### config.mk
export PLATFORM = sky130hd
export DESIGN_NAME = nearest_point_search_isqrt_unit
export DESIGN_NICKNAME = d
export VERILOG_FILES = /design/src/hw/rtl/npsi_pkg.sv /design/src/hw/rtl/npsi_ctrl.sv /design/src/hw/rtl/npsi_dp.sv /design/src/hw/rtl/nearest_point_search_isqrt_unit.sv
export SDC_FILE = /design/constraint.sdc
export NUM_CORES = 2
export LEC_CHECK = 0
export BUFFER_PORTS_ARGS = -buffer_cell sky130_fd_sc_hd__clkbuf_2
export CORE_ASPECT_RATIO = 0.8
export CORE_MARGIN = 1
export CORE_UTILIZATION = 45
export CTS_CLUSTER_DIAMETER = 120
export DETAILED_ROUTE_END_ITERATION = 10
export GPL_TIMING_DRIVEN = 0
export PLACE_DENSITY_LB_ADDON = 0.1
export SYNTH_ARGS = -nofsm -noshare
export SYNTH_HDL_FRONTEND = slang
export SYNTH_SLANG_ARGS = --single-unit
export TNS_END_PERCENT = 20
### constraint.sdc
create_clock -name clk -period 11.9 [get_ports clk]
set_clock_uncertainty 0.05 [all_clocks]
set_input_delay 1.785 -clock clk [delete_from_list [all_inputs] [get_ports clk]]
set_output_delay 1.785 -clock clk [all_outputs]
set_load 0.005 [all_outputs]
### src/hw/rtl/npsi_pkg.sv
// shared types and constants for the nearest point search block
// no dependencies; imported by npsi_ctrl, npsi_dp and the top level
package npsi_pkg;

	// field widths
	localparam int SLOT_W  = 4;
	localparam int COORD_W = 14;
	localparam int DIFF_W  = COORD_W + 1;
	localparam int SQ_W    = 28;
	localparam int SUM_W   = SQ_W + 1;
	localparam int DIST_W  = 15;

	// square root unit: one result bit per step, 16 result bits
	localparam int             ROOT_W        = 32;
	localparam int             ROOT_TOP_SHIFT = 15;
	localparam logic [3:0]     ROOT_LAST     = 4'(ROOT_TOP_SHIFT);
	localparam logic [ROOT_W-1:0] ROOT_ONE_INIT =
		ROOT_W'(64'h8000 * 64'h8000);

	// item kinds
	localparam logic OP_WRITE = 1'b0;
	localparam logic OP_QUERY = 1'b1;

	// controller to datapath commands
	typedef struct packed {
		logic take_item;
		logic write_entry;
		logic fetch;
		logic diff;
		logic square_x;
		logic square_y;
		logic root_init;
		logic root_step;
		logic compare;
		logic out_load;
	} cmd_t;

	// datapath to controller status
	typedef struct packed {
		logic ent_valid;
	} stat_t;

endpackage

### src/hw/rtl/npsi_ctrl.sv
// controller state machine for the nearest point search block
// depends on npsi_pkg; drives npsi_dp through cmd_t and owns both handshakes
module npsi_ctrl import npsi_pkg::*; #(
	parameter int STORE = 16
) (
	input  logic                 clk,
	input  logic                 arst_n,
	input  logic                 in_valid,
	output logic                 in_ready,
	input  logic                 in_opcode,
	output logic                 out_valid,
	input  logic                 out_ready,
	output cmd_t                 cmd,
	input  stat_t                stat,
	output logic [((STORE > 1) ? $clog2(STORE) : 1)-1:0] scan_idx
);

	localparam int IDX_W = (STORE > 1) ? $clog2(STORE) : 1;
	localparam logic [IDX_W-1:0] IDX_LAST = IDX_W'(STORE - 1);

	typedef enum logic [8:0] {
		ST_IDLE  = 9'b000000001,
		ST_FETCH = 9'b000000010,
		ST_DIFF  = 9'b000000100,
		ST_SQX   = 9'b000001000,
		ST_SQY   = 9'b000010000,
		ST_INIT  = 9'b000100000,
		ST_ROOT  = 9'b001000000,
		ST_CMP   = 9'b010000000,
		ST_DONE  = 9'b100000000
	} state_t;

	state_t           state_q, state_d;
	logic [IDX_W-1:0] idx_q, idx_d;
	logic [3:0]       step_q, step_d;
	logic             out_valid_q, out_valid_d;
	logic             accept;
	logic             out_free;

	assign accept    = in_valid && in_ready;
	assign out_free  = !out_valid_q || out_ready;
	assign in_ready  = (state_q == ST_IDLE);
	assign out_valid = out_valid_q;
	assign scan_idx  = idx_q;

	// next state and commands
	always_comb begin
		state_d     = state_q;
		idx_d       = idx_q;
		step_d      = step_q;
		out_valid_d = out_valid_q && !out_ready;
		cmd         = '0;
		case (state_q)
			ST_IDLE: begin
				if (accept) begin
					cmd.take_item = 1'b1;
					idx_d         = '0;
					if (in_opcode == OP_WRITE) begin
						cmd.write_entry = 1'b1;
						state_d         = ST_DONE;
					end else begin
						state_d = ST_FETCH;
					end
				end
			end
			ST_FETCH: begin
				cmd.fetch = 1'b1;
				state_d   = ST_DIFF;
			end
			ST_DIFF: begin
				cmd.diff = 1'b1;
				if (stat.ent_valid) begin
					state_d = ST_SQX;
				end else if (idx_q == IDX_LAST) begin
					state_d = ST_DONE;
				end else begin
					idx_d   = idx_q + 1'b1;
					state_d = ST_FETCH;
				end
			end
			ST_SQX: begin
				cmd.square_x = 1'b1;
				state_d      = ST_SQY;
			end
			ST_SQY: begin
				cmd.square_y = 1'b1;
				state_d      = ST_INIT;
			end
			ST_INIT: begin
				cmd.root_init = 1'b1;
				step_d        = '0;
				state_d       = ST_ROOT;
			end
			ST_ROOT: begin
				cmd.root_step = 1'b1;
				if (step_q == ROOT_LAST) begin
					state_d = ST_CMP;
				end else begin
					step_d = step_q + 1'b1;
				end
			end
			ST_CMP: begin
				cmd.compare = 1'b1;
				if (idx_q == IDX_LAST) begin
					state_d = ST_DONE;
				end else begin
					idx_d   = idx_q + 1'b1;
					state_d = ST_FETCH;
				end
			end
			ST_DONE: begin
				if (out_free) begin
					cmd.out_load = 1'b1;
					out_valid_d  = 1'b1;
					state_d      = ST_IDLE;
				end
			end
			default: begin
				state_d = ST_IDLE;
			end
		endcase
	end

	// control registers
	always_ff @(posedge clk or negedge arst_n) begin
		if (!arst_n) begin
			state_q     <= ST_IDLE;
			idx_q       <= '0;
			step_q      <= '0;
			out_valid_q <= 1'b0;
		end else begin
			state_q     <= state_d;
			idx_q       <= idx_d;
			step_q      <= step_d;
			out_valid_q <= out_valid_d;
		end
	end

endmodule

### src/hw/rtl/npsi_dp.sv
// datapath for the nearest point search block: entry tables, distance,
// square root, best tracking and result register; depends on npsi_pkg
module npsi_dp import npsi_pkg::*; #(
	parameter int STORE = 16
) (
	input  logic                      clk,
	input  logic                      arst_n,
	input  cmd_t                      cmd,
	output stat_t                     stat,
	input  logic [((STORE > 1) ? $clog2(STORE) : 1)-1:0] scan_idx,
	input  logic                      in_side,
	input  logic [SLOT_W-1:0]         in_slot,
	input  logic                      in_entry_valid,
	input  logic signed [COORD_W-1:0] in_x,
	input  logic signed [COORD_W-1:0] in_y,
	output logic                      out_found,
	output logic [SLOT_W-1:0]         out_slot,
	output logic [DIST_W-1:0]         out_dist
);

	localparam int IDX_W = (STORE > 1) ? $clog2(STORE) : 1;

	// entry tables, one row per side
	logic                      valid_q [2][STORE];
	logic signed [COORD_W-1:0] x_q     [2][STORE];
	logic signed [COORD_W-1:0] y_q     [2][STORE];

	logic                      side_q;
	logic signed [COORD_W-1:0] qx_q, qy_q;
	logic                      ent_valid_q;
	logic signed [COORD_W-1:0] ent_x_q, ent_y_q;
	logic signed [DIFF_W-1:0]  dx_q, dy_q;
	logic [SQ_W-1:0]           sqx_q, sqy_q;
	logic [ROOT_W-1:0]         op_q, res_q, one_q;
	logic                      have_q;
	logic [IDX_W-1:0]          best_idx_q;
	logic [DIST_W-1:0]         best_dist_q;
	logic                      slot_ok;
	logic [IDX_W-1:0]          wr_idx;
	logic signed [DIFF_W-1:0]  mul_in;
	logic signed [2*DIFF_W-1:0] prod;
	logic [SUM_W-1:0]          sum;
	logic [ROOT_W-1:0]         trial;

	assign slot_ok = (int'(in_slot) < STORE);
	assign wr_idx  = in_slot[IDX_W-1:0];
	assign stat.ent_valid = ent_valid_q;

	// valid marks, cleared at reset
	always_ff @(posedge clk or negedge arst_n) begin
		if (!arst_n) begin
			for (int s = 0; s < 2; s++) begin
				for (int i = 0; i < STORE; i++) begin
					valid_q[s][i] <= 1'b0;
				end
			end
		end else if (cmd.write_entry && slot_ok) begin
			valid_q[in_side][wr_idx] <= in_entry_valid;
		end
	end

	// coordinates, only used behind a set valid mark
	always_ff @(posedge clk) begin
		if (cmd.write_entry && slot_ok) begin
			x_q[in_side][wr_idx] <= in_x;
			y_q[in_side][wr_idx] <= in_y;
		end
	end

	// query capture and entry fetch
	always_ff @(posedge clk) begin
		if (cmd.take_item) begin
			side_q <= in_side;
			qx_q   <= in_x;
			qy_q   <= in_y;
		end
		if (cmd.fetch) begin
			ent_valid_q <= valid_q[side_q][scan_idx];
			ent_x_q     <= x_q[side_q][scan_idx];
			ent_y_q     <= y_q[side_q][scan_idx];
		end
	end

	// differences and one shared multiplier for both squares
	assign mul_in = cmd.square_y ? dy_q : dx_q;
	assign prod   = mul_in * mul_in;
	assign sum    = SUM_W'(sqx_q) + SUM_W'(sqy_q);

	always_ff @(posedge clk) begin
		if (cmd.diff) begin
			dx_q <= DIFF_W'(ent_x_q) - DIFF_W'(qx_q);
			dy_q <= DIFF_W'(ent_y_q) - DIFF_W'(qy_q);
		end
		if (cmd.square_x) begin
			sqx_q <= prod[SQ_W-1:0];
		end
		if (cmd.square_y) begin
			sqy_q <= prod[SQ_W-1:0];
		end
	end

	// restoring square root, one result bit per step
	assign trial = res_q + one_q;

	always_ff @(posedge clk) begin
		if (cmd.root_init) begin
			op_q  <= ROOT_W'(sum);
			res_q <= '0;
			one_q <= ROOT_ONE_INIT;
		end else if (cmd.root_step) begin
			if (op_q >= trial) begin
				op_q  <= op_q - trial;
				res_q <= (res_q >> 1) + one_q;
			end else begin
				res_q <= res_q >> 1;
			end
			one_q <= one_q >> 2;
		end
	end

	// best entry so far, first strictly lowest wins
	always_ff @(posedge clk or negedge arst_n) begin
		if (!arst_n) begin
			have_q <= 1'b0;
		end else if (cmd.take_item) begin
			have_q <= 1'b0;
		end else if (cmd.compare) begin
			have_q <= 1'b1;
		end
	end

	always_ff @(posedge clk) begin
		if (cmd.compare && (!have_q || (res_q < ROOT_W'(best_dist_q)))) begin
			best_idx_q  <= scan_idx;
			best_dist_q <= res_q[DIST_W-1:0];
		end
	end

	// result register, zeros when nothing was found or for writes
	always_ff @(posedge clk) begin
		if (cmd.out_load) begin
			out_found <= have_q;
			out_slot  <= have_q ? SLOT_W'(best_idx_q) : '0;
			out_dist  <= have_q ? best_dist_q : '0;
		end
	end

endmodule

### src/hw/rtl/nearest_point_search_isqrt_unit.sv
// top level of the nearest point search block with integer square root
// depends on npsi_pkg, npsi_ctrl and npsi_dp
//
//  channel | direction | tdata                                  | tuser
//  s_*     | in        | slot, entry_valid, point_x, point_y    | opcode, side
//  m_*     | out       | nearest_slot, nearest_distance         | found
//
// a write goes from accept straight to the result stage. a query scans the
// N entries of one side (at most 16): fetch, difference, squares, the 16-step
// square root unit and the compare per valid entry; an invalid entry is dropped
// after its difference. one item is in work at a time; the result register lets
// the next item be accepted while a result waits. reset clears all valid marks.
module nearest_point_search_isqrt_unit import npsi_pkg::*; #(
	parameter int ENTRIES_PER_SIDE = 16
) (
	input  logic        clk,
	input  logic        arst_n,
	input  logic        s_tvalid,
	output logic        s_tready,
	input  logic [39:0] s_tdata,  // slot[3:0], entry_valid[4], point_x[18:5],
	                              // point_y[32:19], zero fill
	input  logic [1:0]  s_tuser,  // opcode[0], side[1]
	output logic        m_tvalid,
	input  logic        m_tready,
	output logic [23:0] m_tdata,  // nearest_slot[3:0], nearest_distance[18:4],
	                              // zero fill
	output logic        m_tuser   // found
);

	// slots above 15 can never be written, so only the low ones are stored
	localparam int STORE = (ENTRIES_PER_SIDE < 16) ? ENTRIES_PER_SIDE : 16;
	localparam int IDX_W = (STORE > 1) ? $clog2(STORE) : 1;

	cmd_t              cmd;
	stat_t             stat;
	logic [IDX_W-1:0]  scan_idx;
	logic              res_found;
	logic [SLOT_W-1:0] res_slot;
	logic [DIST_W-1:0] res_dist;

	npsi_ctrl #(
		.STORE (STORE)
	) u_ctrl (
		.clk       (clk),
		.arst_n    (arst_n),
		.in_valid  (s_tvalid),
		.in_ready  (s_tready),
		.in_opcode (s_tuser[0]),
		.out_valid (m_tvalid),
		.out_ready (m_tready),
		.cmd       (cmd),
		.stat      (stat),
		.scan_idx  (scan_idx)
	);

	npsi_dp #(
		.STORE (STORE)
	) u_dp (
		.clk            (clk),
		.arst_n         (arst_n),
		.cmd            (cmd),
		.stat           (stat),
		.scan_idx       (scan_idx),
		.in_side        (s_tuser[1]),
		.in_slot        (s_tdata[3:0]),
		.in_entry_valid (s_tdata[4]),
		.in_x           (s_tdata[18:5]),
		.in_y           (s_tdata[32:19]),
		.out_found      (res_found),
		.out_slot       (res_slot),
		.out_dist       (res_dist)
	);

	// result packing
	assign m_tdata = {5'b0, res_dist, res_slot};
	assign m_tuser = res_found;

endmodule

==> impl_results.md <==
- Vias per cell: 5.586
- H-Tree Depth: 3
- Share of layout cells above drive strength 1: ~18%
- Top cells by count, synth: edfxtp_1 (1106), inv_1 (342), mux4_2 (290), ha_1 (213), nand2_1 (210)
- Nets: between 4k and 5k
- Starting Density: ~46%
- Hold Path Origin: u_dp.op_q[29]$_SDFFE_PP0P_
- Simple-gate portion of the synthesized area: approximately 4.7%
- Register area share after synthesis: roughly 61%
- Maximum vdd drop: about 0.00026 V
- Outcome: finished, final reports clean
- Floorplan row count: about 120
- Number of iterations in the first detailed-routing pass: 6
- Filler cell count in the final layout: 10.68k
- Reg2reg path depth: 27
- Gr busiest metal: met2
- Met1 Track Usage GR: 34.56%
- Ys async rst share: between 4 and 5%
- Post-synth cell types: 77
- Largest family of logic cells by synthesized area: multiplexers
- Clk buf depth: 3
- Dpl cells: 5516
- Post-Synth XOR/XNOR Area: around 2.5%
- Synthesized-area fraction occupied by adder cells: approximately 11%
- Grt total ovfl: 0
- Post-synth EDFFs: around 1.1k
- Pleak: approximately 24 nW
- Reg clk slew, reported paths: 0.07 ns
- DR WL/cell: between 20 and 30 um
- Setup crit start kind: register
- Worst relative slew slack: 8.961%
- Worst Hold Depth: 2
- Crit path max fanout: 36
- Num CTS Buffers: 114
- Synth Area in Compound Gates: between 4 and 5%
- RR Endpoint: u_dp.sqy_q[27]$_DFFE_PP_
- Port Buf Inserts: 60
- Reg2Reg Setup Slack: between 1 and 1.5 ns
- Fin Hold WS: 0.4157 ns
- Setup WS post-layout: around 1.2 ns
- Iter 0 DRT Violations: roughly 3.2k
- Min Tclk post-route: 10.74 ns
- # Post-CTS Setup Buffers: 0
- Achievable Freq: slightly above 90 MHz
- Non-filler cells, final: 5737
- CTS-repair resized insts: 0
- Fin crit share: around nine tenths
- Critical path class: register to register
- Crit path DAT: ~11 ns
- Synth top area cells: edfxtp_1 (57%), mux4_2 (11%), fa_1 (6.6%)
- Mux cell area share after synthesis: about 13%
- Drt drc: 0
- Hold Crit Class: register to register
- Final wirelength: around 150 mm
- DIE HEIGHT: approximately 320 um
- Most common cell in the synthesized netlist: edfxtp_1
- GRT Total Usage: a little under a quarter
- Synth-to-layout area growth: 12.89%
- GPL Wtd Cong: about 0.8
- Final ANT Viol Nets: 0
- Register area: between 30000 and 40000 sq um
- First-pass GRT wire length: roughly 220 mm
- Area of the mapped netlist: 58370 sq um
- Placed Area: 61910 sq um
- TNS Setup: 0 ns
- Hold Path End: u_dp.op_q[29]$_SDFFE_PP0P_
- CTS tree: done
- Antenna violations before repair: 10
- Final instance area: 65900 sq um
- Yosys Warn Count: 0
- Area of the multi-input gates: approximately 21000 sq um
- P per Cell Area: approximately 210 nW/um^2
- Least-Margin Pin Slew: around 1.4 ns
- Vias in the first global route: between 30k and 40k
- Ys flop type: edfxtp_1
- Post-layout util: between 50% and 60%
- Mapped Cells: 3682
- GR Util met2: ~37%
- Avg Inst Size Synth: 15.85 sq um
- Place WS: between 1 and 1.5 ns
- Largest net degree at the start of global routing: 52
- Post-synth top area share: between 50% and 60%
- Grt met3 use: under 10%
- Total power: around 14 mW
- FF-to-FF Start: u_ctrl.state_q[6]$_DFFE_PN0P_
- Max-slew violations: 0
- Die Area: around 130000 sq um
- Clk sink count: 1209
- Hpwl dp: roughly 110 mm
- Area leader, netlist: edfxtp_1
- Vias after detailed routing: between 30k and 40k
- Final Setup Violations: 0
- Horiz. Die Dim: slightly above 400 um
- Fin. Hold Viols: 0
- Worst-Skew Late Latency: about 0.75 ns
- Root buf cell: clkbuf_16
- Worst EP required: around 12 ns
- Boundary pin count: 73
- CP Capture Type: register
- Number of synthesized register bits: approximately 1.2k
- RSZ-0062 raised after global routing: no
- Post-CTS Hold Buffers: 0
- Core Footprint: around 130000 sq um
- Max cap viols: 0
[how the worst max path moves through the flow]
stage	endpoint	start	cells past startpoint
floorplan	u_dp.sqx_q[27]$_DFFE_PP_	u_ctrl.state_q[7]$_DFFE_PN0P_	27
global placement	u_dp.sqx_q[27]$_DFFE_PP_	u_ctrl.state_q[7]$_DFFE_PN0P_	27
detailed placement	u_dp.sqy_q[27]$_DFFE_PP_	u_ctrl.state_q[7]$_DFFE_PN0P_	27
CTS	u_dp.sqx_q[27]$_DFFE_PP_	u_ctrl.state_q[7]$_DFFE_PN0P_	27
global route	u_dp.sqx_q[26]$_DFFE_PP_	u_ctrl.state_q[6]$_DFFE_PN0P_	26
finish	u_dp.sqy_q[27]$_DFFE_PP_	u_ctrl.state_q[6]$_DFFE_PN0P_	27
[layout by cell type, fill, tap and decap left out, types with 13 or more instances in the layout]
cell and instances:
nand2_1 210, a21oi_1 108, nand4_1 13, nor3_1 26, nor2_1 153, inv_2 13, clkbuf_2 61, clkinv_2 22
inv_1 341, buf_2 14, nor2b_1 32, o21bai_1 20, clkinv_1 29, a22o_1 15, o21ai_0 42, xor2_1 65
a21o_1 47, clkbuf_1 99, dfxtp_1 52, mux2i_1 14, mux2_2 46, ha_1 213, mux2_1 22, dfrtp_1 50
bufinv_16 19, nand3_1 34, nand2b_1 23, xnor2_1 104, a31oi_1 32, buf_4 16, edfxtp_1 1106, mux4_2 290
buf_12 32, o21ai_1 69, and2_1 27, buf_1 23, clkbuf_16 114, nor2_4 32, fa_1 191
[sequential cells by signal, indices dropped and copies added (netlist names), 9 cells and up, named ones only]
register	flops
u_dp.sqy_q	27
u_dp.res_q	32
u_dp.x_q	448
u_dp.dy_q	15
u_dp.qx_q	14
u_ctrl.state_q	9
u_dp.dx_q	15
u_dp.op_q	32
u_dp.valid_q	32
u_dp.ent_x_q	14
u_dp.qy_q	14
u_dp.out_dist	15
u_dp.ent_y_q	14
u_dp.sqx_q	27
u_dp.one_q	16
u_dp.y_q	448
u_dp.best_dist_q	15
[kinds of logic after synthesis]
group / count (synthesis)
buffers and inverters: 483
AO/OA/AOI/OAI: 439
XOR/XNOR: 169
other: 1
multiplexers: 372
adder cells (fa/ha/maj): 404
AND/OR/NAND/NOR: 605
flip-flops: 1209
[worst max-delay path: stages (launching register included)]
cell	delay, ns
dfrtp_1	0.44
nor4_1	0.50
nand2b_1	0.28
nor4_1	0.46
buf_2	0.34
buf_4	0.50
mux2i_1	1.09
clkinv_1	0.79
nand2_1	0.34
fa_1	0.48
fa_1	0.43
fa_1	0.54
inv_1	0.05
fa_1	0.53
inv_1	0.05
fa_1	0.39
fa_1	0.52
inv_1	0.05
ha_1	0.34
a211o_1	0.33
or3_4	0.39
o2111ai_2	0.17
nand3_1	0.17
a41o_1	0.31
o41a_1	0.36
a21o_1	0.20
a21oi_2	0.15
xnor2_1	0.20
[power breakdown]
| part | switching (mW) | internal, mW |
|---|---|---|
| clock | 1.66 | 2.18 |
| combinational | 2.76 | 2.08 |
| sequential | 0.0460 | 5.07 |
| total | 4.47 | 9.33 |
[area by class of cell]
| type | instances | share of cell area, % |
|---|---|---|
| diodes | 3 | 0.01139 |
| plain buffers | 127 | 0.7879 |
| clock buffers | 131 | 4.426 |
| clock inverters | 85 | 1.553 |
| inverters | 356 | 2.028 |
| multi-input cells | 1994 | 32.28 |
| flip-flops and latches | 1209 | 53.91 |
| well taps | 1725 | 3.275 |
| repair buffers | 107 | 1.728 |
[routing by layer]
layer / vias up / wire length (um) / part of all wire, %
li1: 14290 / - / -
met1: 16710 / 69190 / 46
met2: 856 / 69590 / 47
met3: 180 / 7790 / 5.2
met4: 4 / 2661 / 1.8
met5: - / 25 / 0.017
Note: power is estimated with default switching activity, not from simulation.
